$ cat config.mk
export PLATFORM = sky130hd
export DESIGN_NAME = r2fft_cordic
export DESIGN_NICKNAME = d
export VERILOG_FILES = /design/src/radix2_fft_engine_assert.svh /design/src/r2fft_pkg.sv /design/src/r2fft_cordic.sv
export SDC_FILE = /design/constraint.sdc
export NUM_CORES = 1
export LEC_CHECK = 0
export ABC_AREA = 1
export ABC_CLOCK_PERIOD_IN_PS = 9500
export BUFFER_PORTS_ARGS = -buffer_cell sky130_fd_sc_hd__buf_2
export CAP_MARGIN = 15
export CORE_ASPECT_RATIO = 0.9
export CORE_MARGIN = 1.5
export CORE_UTILIZATION = 39
export CTS_CLUSTER_DIAMETER = 150
export DETAILED_ROUTE_END_ITERATION = 10
export REMOVE_ABC_BUFFERS = 1
export SYNTH_ARGS = -nofsm -noshare
export SYNTH_HDL_FRONTEND = slang
export SYNTH_SLANG_ARGS = --single-unit
$ cat constraint.sdc
create_clock -name clk -period 9.5 [get_ports clk]
set_input_delay 1.425 -clock clk [delete_from_list [all_inputs] [get_ports clk]]
set_output_delay 1.425 -clock clk [all_outputs]
set_load 0.1 [all_outputs]
$ cat src/radix2_fft_engine_assert.svh
// assertion macros for the radix-2 fft engine
// needs clk and arst_n in the scope that uses them
`ifndef RADIX2_FFT_ENGINE_ASSERT_SVH
`define RADIX2_FFT_ENGINE_ASSERT_SVH
`ifndef SYNTHESIS
`define R2F_ASSERT(label, prop) \
	label: assert property (@(posedge clk) disable iff (!arst_n) (prop)) \
		else $error("r2fft check failed");
`define R2F_ASSERT_IMP(label, ante, cons) \
	label: assert property (@(posedge clk) disable iff (!arst_n) (ante) |-> (cons)) \
		else $error("r2fft check failed");
`else
`define R2F_ASSERT(label, prop)
`define R2F_ASSERT_IMP(label, ante, cons)
`endif
`endif

$ cat src/r2fft_pkg.sv
// shared types, codes and helpers for the radix-2 fft engine
// no dependencies
package r2fft_pkg;

	localparam int SAMPLE_W = 24;
	localparam int POINT_W = 40;
	localparam int CFG_W = 32;
	localparam int CORDIC_STEPS = 24;
	localparam logic signed [33:0] CORDIC_GAIN = 34'sd652032874;

	// command codes
	localparam logic CMD_LOAD = 1'b0;
	localparam logic CMD_READ = 1'b1;

	// register indexes
	localparam logic [1:0] REG_LOG2_SIZE = 2'd0;
	localparam logic [1:0] REG_DIRECTION = 2'd1;
	localparam logic [1:0] REG_SCALE = 2'd2;

	typedef struct packed {
		logic cmd;
		logic signed [SAMPLE_W-1:0] sample_re;
		logic signed [SAMPLE_W-1:0] sample_im;
	} in_item_t;

	typedef struct packed {
		logic signed [POINT_W-1:0] result_re;
		logic signed [POINT_W-1:0] result_im;
		logic last;
		logic status;
	} out_item_t;

	// arctangent of 2^-i as a 32-bit binary angle
	function automatic logic [29:0] r2fft_atan(input logic [4:0] i);
		logic [29:0] v;
		case (i)
			5'd0: v = 30'd536870912;
			5'd1: v = 30'd316933406;
			5'd2: v = 30'd167458907;
			5'd3: v = 30'd85004756;
			5'd4: v = 30'd42667331;
			5'd5: v = 30'd21354465;
			5'd6: v = 30'd10679838;
			5'd7: v = 30'd5340245;
			5'd8: v = 30'd2670163;
			5'd9: v = 30'd1335087;
			5'd10: v = 30'd667544;
			5'd11: v = 30'd333772;
			5'd12: v = 30'd166886;
			5'd13: v = 30'd83443;
			5'd14: v = 30'd41722;
			5'd15: v = 30'd20861;
			5'd16: v = 30'd10430;
			5'd17: v = 30'd5215;
			5'd18: v = 30'd2608;
			5'd19: v = 30'd1304;
			5'd20: v = 30'd652;
			5'd21: v = 30'd326;
			5'd22: v = 30'd163;
			5'd23: v = 30'd81;
			default: v = 30'd0;
		endcase
		return v;
	endfunction

	// clamp to the signed 40-bit point range
	function automatic logic signed [POINT_W-1:0] sat40(input logic signed [47:0] v);
		logic signed [47:0] hi;
		logic signed [47:0] lo;
		hi = 48'sh007F_FFFF_FFFF;
		lo = -48'sh0080_0000_0000;
		if (v > hi)
			return hi[POINT_W-1:0];
		else if (v < lo)
			return lo[POINT_W-1:0];
		else
			return v[POINT_W-1:0];
	endfunction

endpackage

$ cat src/r2fft_cordic.sv
// iterative cordic producing one twiddle pair, one rotation step per cycle
// depends on r2fft_pkg
module r2fft_cordic import r2fft_pkg::*; #(
	parameter int TWIDDLE_WIDTH = 18
) (
	input  logic clk,
	input  logic arst_n,
	input  logic start,
	input  logic [31:0] angle,
	output logic done,
	output logic signed [TWIDDLE_WIDTH-1:0] wc,
	output logic signed [TWIDDLE_WIDTH-1:0] ws
);
	localparam int SH = 32 - TWIDDLE_WIDTH;
	localparam logic signed [33:0] RND = 34'sd1 <<< (SH - 1);
	localparam logic signed [33:0] LIM = 34'sd1 <<< (TWIDDLE_WIDTH - 2);

	logic busy_q;
	logic done_q;
	logic [4:0] step_q;
	logic [1:0] quad_q;
	logic signed [33:0] x_q, y_q;
	logic signed [32:0] z_q;
	logic signed [TWIDDLE_WIDTH-1:0] wc_q, ws_q;

	logic [1:0] quad;
	logic [31:0] red;
	logic signed [33:0] dx, dy, c, s, cr, sr;
	logic signed [32:0] at;

	// quadrant reduction of the start angle
	always_comb begin
		quad = 2'((angle + 32'h2000_0000) >> 30);
		red = angle - {quad, 30'd0};
	end

	assign dx = y_q >>> step_q;
	assign dy = x_q >>> step_q;
	assign at = $signed({3'b000, r2fft_atan(step_q)});

	// quadrant restore, rounding and clamp
	always_comb begin
		case (quad_q)
			2'd0: begin
				c = x_q;
				s = y_q;
			end
			2'd1: begin
				c = -y_q;
				s = x_q;
			end
			2'd2: begin
				c = -x_q;
				s = -y_q;
			end
			default: begin
				c = y_q;
				s = -x_q;
			end
		endcase
		cr = (c + RND) >>> SH;
		sr = (s + RND) >>> SH;
		if (cr > LIM) cr = LIM;
		if (cr < -LIM) cr = -LIM;
		if (sr > LIM) sr = LIM;
		if (sr < -LIM) sr = -LIM;
	end

	// rotation sequencer
	always_ff @(posedge clk or negedge arst_n) begin
		if (!arst_n) begin
			busy_q <= 1'b0;
			done_q <= 1'b0;
			step_q <= 5'd0;
		end else begin
			done_q <= 1'b0;
			if (start) begin
				busy_q <= 1'b1;
				step_q <= 5'd0;
			end else if (busy_q) begin
				if (step_q == 5'(CORDIC_STEPS)) begin
					busy_q <= 1'b0;
					done_q <= 1'b1;
				end else begin
					step_q <= step_q + 5'd1;
				end
			end
		end
	end

	// datapath
	always_ff @(posedge clk) begin
		if (start) begin
			quad_q <= quad;
			x_q <= CORDIC_GAIN;
			y_q <= 34'sd0;
			z_q <= $signed({red[31], red});
		end else if (busy_q) begin
			if (step_q == 5'(CORDIC_STEPS)) begin
				wc_q <= TWIDDLE_WIDTH'(cr);
				ws_q <= TWIDDLE_WIDTH'(sr);
			end else if (!z_q[32]) begin
				x_q <= x_q - dx;
				y_q <= y_q + dy;
				z_q <= z_q - at;
			end else begin
				x_q <= x_q + dx;
				y_q <= y_q - dy;
				z_q <= z_q + at;
			end
		end
	end

	assign done = done_q;
	assign wc = wc_q;
	assign ws = ws_q;

endmodule
# --- Yosys cells after proc, flatten, opt, wreduce, memory -nomap -nowiden ---
# Memories as Yosys holds them, arrays and structs flattened.
# Cells that the tools add are included.
word_totals:
  ff_bits: 146
  latchBits: 0
  memories: 1
  output_inout_bits: 37
  romBits: 960
  ramBits: 0
  inputBits: 35
  word_cells: 59
op_classes:
  div: 0
  eq_ne: 4
  muxes: 19
  multipliers: 0
  n_shift: 2
  n_reduce_logical: 5
  bitwise: 2
  n_addsub: 13
  order_cmp: 4
mem_list:
  columns: ["memory", "words", "word_bits", "read_ports", "rd_ports_with_merged_regs", "write_ports", "line", "source"]
  rows:
  - ["(name not given)", 32, 30, 1, 0, 0, "r2fft_pkg.sv:36", "case (i)"]
op_table:
  columns: ["cell", "n"]
  rows:
  - ["$pmux 34 s3", 2]
  - ["$mux 34", 4]
  - ["$mux 33", 4]
  - ["$add 34x15->34 const B", 2]
  - ["$add 34x34->34", 2]
  - ["$lt 34x17->1 const B", 2]
  - ["$neg 34->34", 2]
  - ["$sshr 34x5->34", 2]
  - ["$sub 34x34->34", 2]
  - ["$gt 20x18->1 const B", 2]
  - ["$add 33x31->33", 1]
  - ["$sub 33x31->33", 1]
  - ["$add 32x30->32 const B", 1]
  - ["$sub 32x32->32", 1]
  - ["$mux 5", 3]
  - ["$mux 1", 6]
  - ["$add 5x1->5 const B", 1]
  - ["$eq 5x5->1 const B", 1]
  - ["$reduce_and 2->1", 2]
  - ["$reduce_and 3->1", 1]
  - ["$eq 2x1->1 const B", 1]
  - ["$eq 2x2->1 const B", 1]
  - ["$logic_not 2->1", 1]
  - ["$ne 2x2->1 const B", 1]
  - ["2 further kinds", 3]

# --- Depth between registers and ports, before layout ---
depth:
  ltp_word: 6
  depth_mapped: 38
  ltp_nobuf: 37

# --- Least setup slack after synthesis ---
# Ideal clock, no wire load.
synth_timing:
  path_kind: "register to register"
  startpoint: "register step_q[1]"
  endpoint: "register z_q[27], data pin"
  stages_incl_launch_ff: 36
  synth_period_minus_slack_ns: 4.699
  required_time_ns: 9.246
  arrival_time_ns: 4.446
  setup_ns: 0.254
  n_path_buf: 3
  setup_slack_ns: 4.801
  cell_sequence: "dfrtp_1 buf_2 inv_1 buf_4 buf_2 ha_1 inv_1 a21oi_1 inv_1 a21oi_1 nor3_1 ha_1 inv_1 nor4_1 nand2_1 nor2_1 nor2_1 xnor2_1 inv_1 ha_1 a21oi_1 inv_1 a31oi_1 a21boi_0 inv_1 nand2_1 nand2_1 nand2_1 nand2_1 nand2_1 nand2_1 nand2_1 nand2_1 or2_2 nand3_1 nand2_1"
synth_between:
  elab_chain_len: 6
  word_cells_on_any_way: 7
  classes_between: "2 x add/sub; 4 x mux; 1 x memory"
synth_rtl:
  columns: ["item", "line", "source"]
  rows:
  - ["from (decl)", "r2fft_cordic.sv:20", "logic [4:0] step_q;"]
  - ["from (signal assigned)", "r2fft_cordic.sv:85", "step_q <= step_q + 5'd1;"]
  - ["$mem_v2 32x30 (*)", null, null]
  - ["$sub 33x31->33 / $add 33x31->33 (equally long branches)", "r2fft_cordic.sv:105, r2fft_cordic.sv:109", null]
  - ["$mux 33 (*)", "r2fft_cordic.sv:102", "end else if (!z_q[32]) begin"]
  - ["$mux 33 (*)", "r2fft_cordic.sv:99", "if (step_q == 5'(CORDIC_STEPS)) begin"]
  - ["$mux 33 (*)", "r2fft_cordic.sv:98", "end else if (busy_q) begin"]
  - ["$mux 33 (*)", "r2fft_cordic.sv:93", "if (start) begin"]
  - ["to (signal assigned)", "r2fft_cordic.sv:97", "z_q <= $signed({red[31], red});"]
  - ["to (signal assigned)", "r2fft_cordic.sv:105", "z_q <= z_q - at;"]
  - ["to (signal assigned)", "r2fft_cordic.sv:109", "z_q <= z_q + at;"]
  - ["to (decl)", "r2fft_cordic.sv:23", "logic signed [32:0] z_q;"]
# Mark *: on every way between the ends. The rest lies on a longest branch, timed or not. The select of a mux whose other input is x is not followed.
# A chain may end at the register's enable or synchronous reset.

# --- Final worst setup path ---
layout_timing:
  startpoint: "register step_q[1]"
  endpoint: "register z_q[24], data pin"
# The elaborated chain is that of the path after synthesis.

==> flow_summary.ini <==
[timing]
period_share = 0.6781
setup_tns_ps = 0
max_freq_mhz = 155.2
min_period_ps = 6442
whs_ps = 580.3
setup_viol = 0
setup_slack_ps = 3058
worst_slew_pin_slew_ps = 1132
rsz0062_at_grt = false
maxSlewViolCount = 0
fin_worst_skew_ps = 16.90
maxSlewHeadroom = 0.2453
hold_viol_final = 0

[job]
drv_cap = 0

[yosys]
synthTopCellsByArea = nand2_1 (20%), edfxtp_1 (10%), nand3_1 (8.6%)
synth_cells = 3767
synth_top_cell_area_share = 0.2046
synth.distinct_cells = 61
yosys.area.top_type = nand2_1
synth_area_per_cell_um2 = 5.682
syn_area_mm2 = 0.02141
synth_seq_area_share = 0.1714
synthFlopType = edfxtp_1
synthArstFlopShare = 0.04795
ys_ff_latch = 146
synth_edf_count = 71
synth_warnings = 0

[power]
p_clk_frac = 0.075
p_leak_nw = 11.52
p_switching_w = 0.005495
internal_power_w = 0.003755
p_comb_frac = 0.779
swShare = 0.5941
power_frac_seq = 0.145
irDropWorstVdd_mv = 0.1428
power_density_mw_per_mm2 = 406.3

[clocking]
path_clk_slew_ps = 70
cts.sinks = 146
cts_root_buf = clkbuf_16
post_cts.repair.setup_buffers = 0
worstSkewPairLatency_ps = 510
holdBufCountCts = 0
ctsLongestPathBuffers = 2
cts.htree.levels = 4
cts_resized = 0
cts_made_buffers = 17
cts_tree = yes

[floorplanning]
core_area_mm2 = 0.05432
die_h_um = 225.3
die_w_um = 250.0
io-pin-count = 72
start_util = 0.3940
dieArea_mm2 = 0.05630
rows = 81

[finish]
drive_above_1_share = 0.07240
fillCellCount = 6126
syn2layout_area_growth_pct = 6.366
stdcell_count = 4463
fin_nets = 3896
final_util = 0.4191

[worst_setup_path]
timing.rr.end = z_q[24]
critPathLaunchType = flop
slowest_stage = buf_4
end_kind = flop
cp.arrival_ps = 6700
cp.required_ps = 9760
cpPeakStageDelay_ps = 610
worstPathMaxFanout = 75
r2r-start = step_q[1]
regToRegSetupSlack_ps = 3060
critPathKind = reg -> reg
crit_top_cell = nand2_1
reg2regPathDepth = 33

[grt]
grt_max_degree = 100
grt_overflow = 0
antenna_found_initial = 2
grt_pass1_vias = 22080
grt_pass1_wl_um = 127100
track_usage = 0.2892

[route]
drt_wl_total_um = 82140
vias = 24616
drcViolationCount = 0
drtIter0Drc = 2889
ant_nets = 0
drt_pre_antenna_iters = 6
post_drt_wl_per_cell_um = 18.40
viasPerCell = 5.516

[placement]
dp_slack_ps = 3280
port_buffers = 71
gp_congestion = 1.019
dp_cells = 4430
hpwl_um = 63550

[outcome]
outcome = completed

[min_path]
hold_end = y_q[0]
hold_class = reg -> reg
min_from = y_q[0]
min_path_cells = 2
## worst max path at each step
| stage | from | end | slack [ps] | depth (start not counted) |
|---|---|---|---|---|
| finish | step_q[1] | z_q[24] | 3060 | 33 |
| global route | step_q[1] | z_q[24] | 2460 | 33 |
| CTS | step_q[1] | z_q[24] | 3250 | 33 |
| detailed placement | step_q[1] | z_q[24] | 3280 | 33 |
| global placement | step_q[1] | z_q[24] | 3350 | 33 |
| floorplan | step_q[0] | step_q[3] | 2100 | 12 |
## power by group through the flow
stage | clock (W) | sequential, W | combinational (W)
after floorplan | 0 | 0.00113 | 0.00535
after global placement | 0 | 0.00133 | 0.00702
after detailed placement | 0 | 0.00132 | 0.00702
after CTS | 0.000714 | 0.00131 | 0.00707
after global routing | 0.000734 | 0.00134 | 0.00817
final | 0.000696 | 0.00134 | 0.00721
## registers in the layout, summed over array words and instances (netlist names)
signal	count
busy_q	1
z_q	33
done	1
ws	18
quad_q	2
wc	18
x_q	34
step_q	5
y_q	34
## stage by stage
step	power, W	area, µm²
finish	0.009250	22770
global route	0.01025	22770
CTS	0.009092	22770
detailed placement	0.008343	22190
global placement	0.008347	22190
floorplan	0.006482	20750
## layer usage
metal	share of wire	up-vias	track usage	wire length [µm]
met5	0.00022	-	0	18
met4	0.027	4	0.09580	2209
met3	0.099	120	0.06179	8111
met2	0.40	1074	0.4057	32580
met1	0.48	11154	0.4314	39220
li1	-	12264	-	-
## cell type report
type,instances,area (µm²),area share
Antenna cell,1,2.502,0.0001099
Inverter,466,1749,0.07683
Clock buffer,22,506.7,0.02226
Timing Repair Buffer,94,530.5,0.02330
Clock inverter,10,70.07,0.003077
Tap cell,705,882.1,0.03874
Multi-Input combinational cell,3019,15350,0.6743
Sequential cell,146,3675,0.1614
## placed cells by master (no fill, tap or decap), drive strengths merged, types with 33 or more instances in the layout
master and count:
xnor2 40, nor2 428, buf 94, a21oi 218, nand2 1180, dfxtp 68
xor2 100, nand3 374, edfxtp 71, o21ai 283, ha 114, inv 464
nand4 49, o211ai 33
## critical path: cells and delay by family, from the launching register on
kind                     cells  cell delay (ps)
AND/OR/NAND/NOR             12             1320
XOR/XNOR                     1              160
AO/OA/AOI/OAI               10             2190
adder cells (fa/ha/maj)      2              680
flip-flops                   1              350
buffers and inverters        8             1470
## logic make-up (layout without fill, tap and decap cells)
logic type               count (synthesis)  in the layout  synth area share
AND/OR/NAND/NOR                       2113           2113            0.4197
AO/OA/AOI/OAI                          649            649            0.1698
buffers and inverters                  602            592            0.1123
flip-flops                             146            146            0.1714
XOR/XNOR                               140            140           0.05728
adder cells (fa/ha/maj)                117            117           0.06944
other                                    0              1                 0
## Yosys cell counts (all sizes together) (49+ instances only)
cell	n
a21oi	218
inv	459
nand2	1180
edfxtp	71
nor2	428
xor2	100
nand4	49
dfxtp	68
clkbuf	57
ha	114
buf	79
nand3	374
o21ai	283
Note: power is estimated with default switching activity, not from simulation.
